`config.mk`:
```
export PLATFORM = sky130hd
export DESIGN_NAME = servo_ramp_interpolator
export DESIGN_NICKNAME = d
export VERILOG_FILES = /design/src/rtl/srp_pkg.sv /design/src/rtl/srp_muldiv.sv /design/src/rtl/servo_ramp_interpolator.sv
export SDC_FILE = /design/constraint.sdc
export NUM_CORES = 1
export LEC_CHECK = 0
export ABC_CLOCK_PERIOD_IN_PS = 5300
export BUFFER_PORTS_ARGS = -buffer_cell sky130_fd_sc_hd__buf_4
export CORE_UTILIZATION = 64
export CTS_CLUSTER_SIZE = 14
export DETAILED_ROUTE_END_ITERATION = 7
export PLACE_DENSITY = 0.81
export SYNTH_ARGS = -nofsm -noshare
export SYNTH_HDL_FRONTEND = slang
export SYNTH_SLANG_ARGS = --single-unit
```
`constraint.sdc`:
```
create_clock -name clk -period 5.3 [get_ports clk]
set_input_delay 0 -clock clk [delete_from_list [all_inputs] [get_ports clk]]
set_output_delay 0 -clock clk [all_outputs]
set_load 0.1 [all_outputs]
```
`src/rtl/srp_pkg.sv`:
```
// ----------------------------------------------------------------------------
// srp_pkg
// Shared types and constants for the servo ramp interpolator.
// ----------------------------------------------------------------------------
package srp_pkg;

	// configuration register indexes
	localparam int CFG_IDX_W = 3;
	localparam logic [CFG_IDX_W-1:0] CFG_TIMEOUT   = 3'd0;
	localparam logic [CFG_IDX_W-1:0] CFG_DEFAULT   = 3'd1;
	localparam logic [CFG_IDX_W-1:0] CFG_POS_ZERO  = 3'd2;
	localparam logic [CFG_IDX_W-1:0] CFG_POS_FULL  = 3'd3;
	localparam logic [CFG_IDX_W-1:0] CFG_FULL_MOVE = 3'd4;
	localparam int CFG_DATA_W = 16;

	// register reset values
	localparam logic [15:0] RST_TIMEOUT   = 16'd5000;
	localparam logic [7:0]  RST_DEFAULT   = 8'd0;
	localparam logic [7:0]  RST_POS_ZERO  = 8'd106;
	localparam logic [7:0]  RST_POS_FULL  = 8'd0;
	localparam logic [15:0] RST_FULL_MOVE = 16'd1000;

	// full channel range and the bias that turns floor into ceiling for it
	localparam logic [15:0] FULL_RANGE = 16'd255;
	localparam logic [7:0]  CEIL_BIAS  = 8'd254;

	// serial multiply/divide unit: 16 x 8 product plus bias, 24-bit dividend
	localparam int MD_A_W       = 16;
	localparam int MD_B_W       = 8;
	localparam int MD_ACC_W     = MD_A_W + MD_B_W;
	localparam int MD_MUL_STEPS = MD_B_W;
	localparam int MD_DIV_STEPS = MD_ACC_W;
	localparam int MD_CNT_W     = $clog2(MD_DIV_STEPS);

	typedef struct packed {
		logic [7:0]  channel_value;
		logic [15:0] silence_ms;
	} srp_in_t;

	typedef struct packed {
		logic [7:0] servo_pos;
		logic       moving;
		logic       link_lost;
	} srp_out_t;

	// request to the multiply/divide unit: floor((a * b + bias) / divisor)
	typedef struct packed {
		logic [MD_A_W-1:0] a;
		logic [MD_B_W-1:0] b;
		logic [7:0]        bias;
		logic [15:0]       divisor;
	} md_req_t;

endpackage

```
`src/rtl/srp_muldiv.sv`:
```
// ----------------------------------------------------------------------------
// srp_muldiv
// Bit-serial multiply then restoring divide: floor((a*b + bias) / divisor).
// ----------------------------------------------------------------------------
module srp_muldiv import srp_pkg::*; (
	input  logic        clk,
	input  logic        arst_n,
	input  logic        start,
	input  md_req_t     req,
	output logic        done,
	output logic [15:0] quot
);

	logic [MD_ACC_W-1:0] a_sh_q;
	logic [MD_B_W-1:0]   b_sh_q;
	logic [MD_ACC_W-1:0] acc_q;
	logic [15:0]         rem_q;
	logic [15:0]         div_q;
	logic [MD_CNT_W-1:0] cnt_q;
	logic                busy_q;
	logic                div_ph_q;
	logic                done_q;

	logic [16:0] trial;
	logic        ge;

	// one quotient bit per step: remainder shifts in the next dividend bit
	assign trial = {rem_q, acc_q[MD_ACC_W-1]};
	assign ge    = (trial >= {1'b0, div_q});

	always_ff @(posedge clk or negedge arst_n) begin
		if (!arst_n) begin
			a_sh_q   <= '0;
			b_sh_q   <= '0;
			acc_q    <= '0;
			rem_q    <= '0;
			div_q    <= '0;
			cnt_q    <= '0;
			busy_q   <= 1'b0;
			div_ph_q <= 1'b0;
			done_q   <= 1'b0;
		end else begin
			done_q <= 1'b0;
			if (start) begin
				a_sh_q   <= MD_ACC_W'(req.a);
				b_sh_q   <= req.b;
				acc_q    <= MD_ACC_W'(req.bias);
				div_q    <= req.divisor;
				rem_q    <= '0;
				cnt_q    <= '0;
				busy_q   <= 1'b1;
				div_ph_q <= 1'b0;
			end else if (busy_q && !div_ph_q) begin
				// shift-add, one multiplier bit per cycle
				if (b_sh_q[0]) begin
					acc_q <= acc_q + a_sh_q;
				end
				a_sh_q <= a_sh_q << 1;
				b_sh_q <= b_sh_q >> 1;
				if (cnt_q == MD_CNT_W'(MD_MUL_STEPS - 1)) begin
					cnt_q    <= '0;
					div_ph_q <= 1'b1;
				end else begin
					cnt_q <= cnt_q + 1'b1;
				end
			end else if (busy_q) begin
				rem_q <= ge ? 16'(trial - {1'b0, div_q}) : trial[15:0];
				acc_q <= {acc_q[MD_ACC_W-2:0], ge};
				if (cnt_q == MD_CNT_W'(MD_DIV_STEPS - 1)) begin
					busy_q <= 1'b0;
					done_q <= 1'b1;
				end else begin
					cnt_q <= cnt_q + 1'b1;
				end
			end
		end
	end

	assign done = done_q;
	assign quot = acc_q[15:0];

endmodule

```
`src/rtl/servo_ramp_interpolator.sv`:
```
// ----------------------------------------------------------------------------
// servo_ramp_interpolator
// Linear servo position ramp, one item per millisecond tick.
// ----------------------------------------------------------------------------
// Usage:
//   in_data  : one item per tick (channel value, ms since last packet).
//   out_data : one item per input item (position, moving, link lost).
//   Both channels are valid/stall; an item moves when valid is high and
//   stall is low. cfg_we/cfg_index/cfg_data write a register;
//   write only while the block is idle.
//   Each division runs in the shared serial multiply/divide unit
//   (8 multiply steps + 24 divide steps); an item needs zero to four of them.
//   One item is worked on at a time; in_stall is high until it is done.
//   The result sits in an output register, so the next item is taken while
//   a finished result waits on out_stall. If the previous result is still
//   held, the new one waits in the last step before release.
//   Reset: registers take their defaults, tick counter and ramp state clear,
//   and the first item always starts a ramp.
// ----------------------------------------------------------------------------
module servo_ramp_interpolator import srp_pkg::*; (
	input  logic                  clk,
	input  logic                  arst_n,
	input  logic                  in_valid,
	output logic                  in_stall,
	input  srp_in_t               in_data,
	output logic                  out_valid,
	input  logic                  out_stall,
	output srp_out_t              out_data,
	input  logic                  cfg_we,
	input  logic [CFG_IDX_W-1:0]  cfg_index,
	input  logic [CFG_DATA_W-1:0] cfg_data
);

	localparam logic [2:0] ST_IDLE   = 3'd0;
	localparam logic [2:0] ST_DECIDE = 3'd1;
	localparam logic [2:0] ST_BEGIN  = 3'd2; // position reached by old ramp
	localparam logic [2:0] ST_GOAL   = 3'd3; // map value to goal position
	localparam logic [2:0] ST_LEN    = 3'd4; // ramp length
	localparam logic [2:0] ST_PICK   = 3'd5;
	localparam logic [2:0] ST_POS    = 3'd6; // interpolated position
	localparam logic [2:0] ST_DONE   = 3'd7;

	// configuration
	logic [15:0] timeout_q;
	logic [7:0]  default_q;
	logic [7:0]  pos_zero_q;
	logic [7:0]  pos_full_q;
	logic [15:0] full_move_q;

	// ramp state
	logic [31:0] now_q;
	logic [31:0] ramp_start_q;
	logic [31:0] ramp_end_q;
	logic [15:0] dur_q;       // ramp_end - ramp_start, always fits 16 bits
	logic [7:0]  start_pos_q;
	logic [7:0]  goal_pos_q;
	logic [7:0]  last_q;
	logic        have_q;

	// current item
	logic [2:0]  state_q;
	logic        issue_q;
	logic [7:0]  v_q;
	logic        lost_q;
	logic        need_q;
	logic [7:0]  pos_q;
	logic        mov_q;

	logic        out_valid_q;
	srp_out_t    out_q;

	// unit interface
	md_req_t     md_req;
	logic        md_done;
	logic [15:0] md_quot;

	// interpolation operands
	logic [31:0] el;
	logic [15:0] el_c;
	logic [8:0]  rdiff;
	logic [7:0]  rmag;
	logic [8:0]  gdiff;
	logic [7:0]  gmag;
	logic [7:0]  delta;
	logic [7:0]  q8;
	logic [7:0]  rpos_res;
	logic [7:0]  goal_res;
	logic        in_accept;
	logic        out_free;
	logic        in_ramp;

	assign in_accept = in_valid && !in_stall;
	assign in_stall  = (state_q != ST_IDLE);
	assign out_free  = !out_valid_q || !out_stall;
	assign in_ramp   = (now_q <= ramp_end_q);

	// elapsed time clamped to ramp length
	assign el    = now_q - ramp_start_q;
	assign el_c  = (el > {16'd0, dur_q}) ? dur_q : el[15:0];
	assign rdiff = {1'b0, goal_pos_q} - {1'b0, start_pos_q};
	assign rmag  = rdiff[8] ? 8'(-rdiff) : rdiff[7:0];

	// goal mapping: negative slope rounds toward minus infinity via ceiling
	assign gdiff = {1'b0, pos_full_q} - {1'b0, pos_zero_q};
	assign gmag  = gdiff[8] ? 8'(-gdiff) : gdiff[7:0];

	assign delta = (v_q >= last_q) ? (v_q - last_q) : (last_q - v_q);

	assign q8       = md_quot[7:0];
	assign rpos_res = rdiff[8] ? (start_pos_q - q8) : (start_pos_q + q8);
	assign goal_res = gdiff[8] ? (pos_zero_q - q8) : (pos_zero_q + q8);

	always_comb begin
		unique case (state_q)
			ST_GOAL: begin
				md_req.a       = MD_A_W'(v_q);
				md_req.b       = gmag;
				md_req.bias    = gdiff[8] ? CEIL_BIAS : 8'd0;
				md_req.divisor = FULL_RANGE;
			end
			ST_LEN: begin
				md_req.a       = full_move_q;
				md_req.b       = delta;
				md_req.bias    = 8'd0;
				md_req.divisor = FULL_RANGE;
			end
			default: begin
				md_req.a       = el_c;
				md_req.b       = rmag;
				md_req.bias    = 8'd0;
				md_req.divisor = dur_q;
			end
		endcase
	end

	srp_muldiv u_muldiv (
		.clk    (clk),
		.arst_n (arst_n),
		.start  (issue_q),
		.req    (md_req),
		.done   (md_done),
		.quot   (md_quot)
	);

	// configuration writes
	always_ff @(posedge clk or negedge arst_n) begin
		if (!arst_n) begin
			timeout_q   <= RST_TIMEOUT;
			default_q   <= RST_DEFAULT;
			pos_zero_q  <= RST_POS_ZERO;
			pos_full_q  <= RST_POS_FULL;
			full_move_q <= RST_FULL_MOVE;
		end else if (cfg_we) begin
			unique case (cfg_index)
				CFG_TIMEOUT:   timeout_q   <= cfg_data;
				CFG_DEFAULT:   default_q   <= cfg_data[7:0];
				CFG_POS_ZERO:  pos_zero_q  <= cfg_data[7:0];
				CFG_POS_FULL:  pos_full_q  <= cfg_data[7:0];
				CFG_FULL_MOVE: full_move_q <= cfg_data;
				default: ;
			endcase
		end
	end

	// sequencer
	always_ff @(posedge clk or negedge arst_n) begin
		if (!arst_n) begin
			state_q      <= ST_IDLE;
			issue_q      <= 1'b0;
			now_q        <= '0;
			ramp_start_q <= '0;
			ramp_end_q   <= '0;
			dur_q        <= '0;
			start_pos_q  <= '0;
			goal_pos_q   <= '0;
			last_q       <= '0;
			have_q       <= 1'b0;
			v_q          <= '0;
			lost_q       <= 1'b0;
			need_q       <= 1'b0;
			pos_q        <= '0;
			mov_q        <= 1'b0;
			out_valid_q  <= 1'b0;
			out_q        <= '0;
		end else begin
			issue_q <= 1'b0;
			if (out_valid_q && !out_stall) begin
				out_valid_q <= 1'b0;
			end
			unique case (state_q)
				ST_IDLE: begin
					if (in_accept) begin
						if (in_data.silence_ms < timeout_q) begin
							v_q    <= in_data.channel_value;
							lost_q <= 1'b0;
							need_q <= !have_q || (in_data.channel_value != last_q);
						end else begin
							v_q    <= default_q;
							lost_q <= 1'b1;
							need_q <= !have_q || (default_q != last_q);
						end
						state_q <= ST_DECIDE;
					end
				end
				ST_DECIDE: begin
					if (!need_q) begin
						state_q <= ST_PICK;
					end else if (in_ramp && dur_q != 16'd0) begin
						issue_q <= 1'b1;
						state_q <= ST_BEGIN;
					end else begin
						// ramp over or zero length: start from the goal
						start_pos_q <= goal_pos_q;
						issue_q     <= 1'b1;
						state_q     <= ST_GOAL;
					end
				end
				ST_BEGIN: begin
					if (md_done) begin
						start_pos_q <= rpos_res;
						issue_q     <= 1'b1;
						state_q     <= ST_GOAL;
					end
				end
				ST_GOAL: begin
					if (md_done) begin
						goal_pos_q <= goal_res;
						issue_q    <= 1'b1;
						state_q    <= ST_LEN;
					end
				end
				ST_LEN: begin
					if (md_done) begin
						ramp_start_q <= now_q;
						ramp_end_q   <= now_q + 32'(md_quot);
						dur_q        <= md_quot;
						last_q       <= v_q;
						have_q       <= 1'b1;
						state_q      <= ST_PICK;
					end
				end
				ST_PICK: begin
					if (in_ramp && dur_q != 16'd0) begin
						issue_q <= 1'b1;
						state_q <= ST_POS;
					end else begin
						pos_q   <= goal_pos_q;
						mov_q   <= in_ramp;
						state_q <= ST_DONE;
					end
				end
				ST_POS: begin
					if (md_done) begin
						pos_q   <= rpos_res;
						mov_q   <= 1'b1;
						state_q <= ST_DONE;
					end
				end
				ST_DONE: begin
					if (out_free) begin
						out_q.servo_pos <= pos_q;
						out_q.moving    <= mov_q;
						out_q.link_lost <= lost_q;
						out_valid_q     <= 1'b1;
						now_q           <= now_q + 32'd1;
						state_q         <= ST_IDLE;
					end
				end
				default: state_q <= ST_IDLE;
			endcase
		end
	end

	assign out_valid = out_valid_q;
	assign out_data  = out_q;

endmodule
```
==> impl_metrics.toml <==
[worst_setup_path]
crit_fanout = 8
reg2reg_depth = 19
path_cells = "ha_1 -> o211ai_1 -> a21oi_1 -> o21ai_1 -> a211oi_1 -> nor2_1 -> xnor2_1 -> ha_1 -> a21o_1 -> a21oi_1 -> o22ai_1 -> o21ai_0 -> nand4_1 -> a311o_1 -> nor4_4 -> and4_1 -> nand4_1 -> a21o_1 -> a32oi_1"
required_ps = 5770
crit_type = "reg2reg"
r2r_slack_ps = 220
worst_ep_arrival_time_ps = 5540
crit_path_end_kind = "flop"
startpoint_type = "flop"
critPathBufInv = 0
path_delay_family = "compound AO/OA/AOI/OAI gates"
r2r-end = "u_muldiv.a_sh_q[6]"
cpPeakStageDelay_ps = 480
slowest_stage = "dfrtp_1"
r2r-start = "now_q[2]"

[drt]
drt_iter0_markers = 1346
routed_via_density = 6.26
vias = 19200
drc = 0
ant_nets = 0
firstDrtPassIters = 7
avgRoutedWirePerCell_um = 19.5
wl_um = 60000

[cts]
cts-buffers-inserted = 39
clk_pin_slew_worst_paths_ps = 70
cts.htree.levels = 2
clock_sinks = 323
worstSkewPairLatency_ps = 560
cts_root_buffer = "clkbuf_16"
cts_tree = "done"
cts_buffer_depth = 3

[synth]
ys_seq_area_frac = 0.360
synth_edf_count = 0
synth.distinct_cells = 88
yosysWarnings = 0
synth_ff_type = "dfrtp_1"
netlist_instances = 2526
ys_ff_latch = 323
synth.avg_cell_area_um2 = 8.92
mappedNetlistArea_um2 = 22500
synth.net_count = 2783
async_flop_share = 1.00

[min_path]
holdPathStages = 4
min_path_type = "in2reg"
min_to = "default_q[5]"
hold_path.startpoint = "cfg_we"

[global_route]
grt_antenna_before_repair = 1
grt_max_degree = 118
grt_overflow = 0
grt_pass1_wl_um = 97500
first_global_vias = 19200
grt_usage = 0.341

[run_status]
status = "complete, no violations"

[timing]
post-route-period-util = 0.958
worst_pin_slew_ps = 1360
setup_viol = 0
relSlewSlack = 0.0957
hold_viol_final = 0
fmax_mhz = 197
fin_crit_ps = 5080
drv_slew = 0
fin_ws_ps = 222
skew_ps = 19.1

[floorplanning]
dieWidth_um = 190
pin_count = 60
die_y_um = 190
dieArea_um2 = 35900
core_um2 = 34500
start_util = 0.652
num_rows = 68

[power_and_ir_drop]
leakage_nw = 11.7
p_switching_w = 0.00158
clkPwrFrac = 0.449
power.density_nw_per_um2 = 248
vdd_drop_max_mv = 0.319
netSwitchingFraction = 0.255
combPwrFrac = 0.124
p_seq_frac = 0.427
p_int_w = 0.00463

[finish]
drive_gt1_frac = 0.112
instances_no_fill = 3068
area_growth_pct = 11.5
antennaDiodeCount = 0
nets = 2842
final_area_um2 = 25100

[place]
io_buffers = 59
pre_cts_slack_ps = 97.9
dpl-instance-area_um2 = 23400
globalplace.congestion = 0.947
dp_cells = 2962
place_hpwl_um = 43000

[job]
maxCapViolCount = 0
registers in the layout, indices dropped and copies added (netlist names), 16 cells and up:
register,cells
dur_q,16
full_move_q,16
now_q,32
ramp_end_q,32
ramp_start_q,32
timeout_q,16
u_muldiv.a_sh_q,24
u_muldiv.acc_q,24
u_muldiv.div_q,16
u_muldiv.rem_q,16
metrics by stage:
step / setup TNS [ps] / util / total power (W) / hold slack [ps]
final: 0 / 0.727 / 0.00622 / 50.9
after global routing: -298 / 0.727 / 0.00643 / 63.7
after CTS: 0 / 0.725 / 0.00623 / 44.8
after detailed placement: 0 / 0.676 / 0.00342 / 139
after global placement: 0 / 0.676 / 0.00338 / 134
after floorplan: 0 / - / 0.00317 / -296
per-layer routing:
metal / part of all wire / track usage
met1: 0.40 / 0.415
met2: 0.48 / 0.576
met3: 0.059 / 0.0592
met4: 0.053 / 0.187
met5: 0.00022 / 0
synth_stat cells (37+ instances only):
master	number	area [µm²]
a21o_1	68	510
nor2_1	138	518
ha_1	199	2490
xor2_1	68	596
nand3_1	41	205
nand2_1	301	1130
dfrtp_1	308	7710
nor3_1	37	185
inv_1	193	724
a21oi_1	183	916
mux2i_1	49	490
clkbuf_1	82	308
o21ai_0	194	971
nand4_1	39	244
mux2_2	96	1080
xnor2_1	96	841
cells by family (layout without fill, tap and decap cells):
group | Yosys count | in the layout | share of synthesized area
and+or+nand+nor | 697 | 697 | 0.145
AOI/OAI and AO/OA | 691 | 691 | 0.191
DFF | 323 | 323 | 0.360
buffers and inverters | 297 | 384 | 0.0509
adders and majority gates | 209 | 209 | 0.119
xor gates and xnor gates | 164 | 164 | 0.0638
muxes | 145 | 145 | 0.0698
how the worst max path moves through the flow:
stage	slack, ps	start	endpoint	depth (start not counted)
after floorplan	640	now_q[0]	u_muldiv.a_sh_q[15]	23
after global placement	280	now_q[0]	u_muldiv.a_sh_q[14]	23
final	220	now_q[2]	u_muldiv.a_sh_q[6]	19
after detailed placement	100	now_q[0]	u_muldiv.a_sh_q[8]	23
after CTS	70	now_q[0]	u_muldiv.a_sh_q[8]	23
after global routing	-80	now_q[2]	u_muldiv.a_sh_q[8]	20
worst reg2reg max path, delay by kind of cell, from the launching register on:
kind,cells,cell delay (ps)
flip-flops,1,480
AO/OA/AOI/OAI,11,2420
AND/OR/NAND/NOR,5,990
adder cells (fa/ha/maj),2,760
XOR/XNOR,1,320
layout make-up:
cell class,instances,area [µm²]
multi-input combinational,1906,13400
fill,2563,9430
sequential,323,8100
clock buffer,56,1120
timing repair buffer,122,1030
inverter,193,724
tap,455,569
clock inverter,13,196
power groups by stage:
stage	Combinational (W)	Clock (W)	Sequential, W
global route	0.000847	0.00292	0.00266
floorplan	0.000509	0	0.00266
global placement	0.000689	0	0.00269
finish	0.000769	0.00279	0.00266
CTS	0.000761	0.00282	0.00265
detailed placement	0.000722	0	0.00269
cells in the final DEF, fill, tap and decap left out, types with 13 or more instances in the layout:
cell,count
xor2_1,68
o21a_1,22
a21oi_1,183
dfrtp_1,307
o31ai_1,13
and3_1,18
o211ai_1,15
a211oi_1,17
xnor2_1,96
nand2b_1,21
dlygate4sd3_1,35
o22ai_1,23
dfstp_2,15
o21ai_0,194
nand2_1,300
or3_1,13
mux2_2,96
inv_1,193
buf_4,84
ha_1,199
nor2b_1,18
nor3_1,35
nand4_1,39
a31oi_1,24
nand3_1,41
o21bai_1,15
nor2_1,137
o21ai_1,21
a21o_1,68
clkbuf_16,41
mux2i_1,49
repair_timing:
action / 4_1_cts / 5_1_grt
resized for setup: 0 / 8
hold buffers: 35 / 0
hold endpoints to repair: 181 / 0
setup endpoints to repair: 0 / 16
setup buffers: 0 / 2
(Power assumes the default switching activity.)
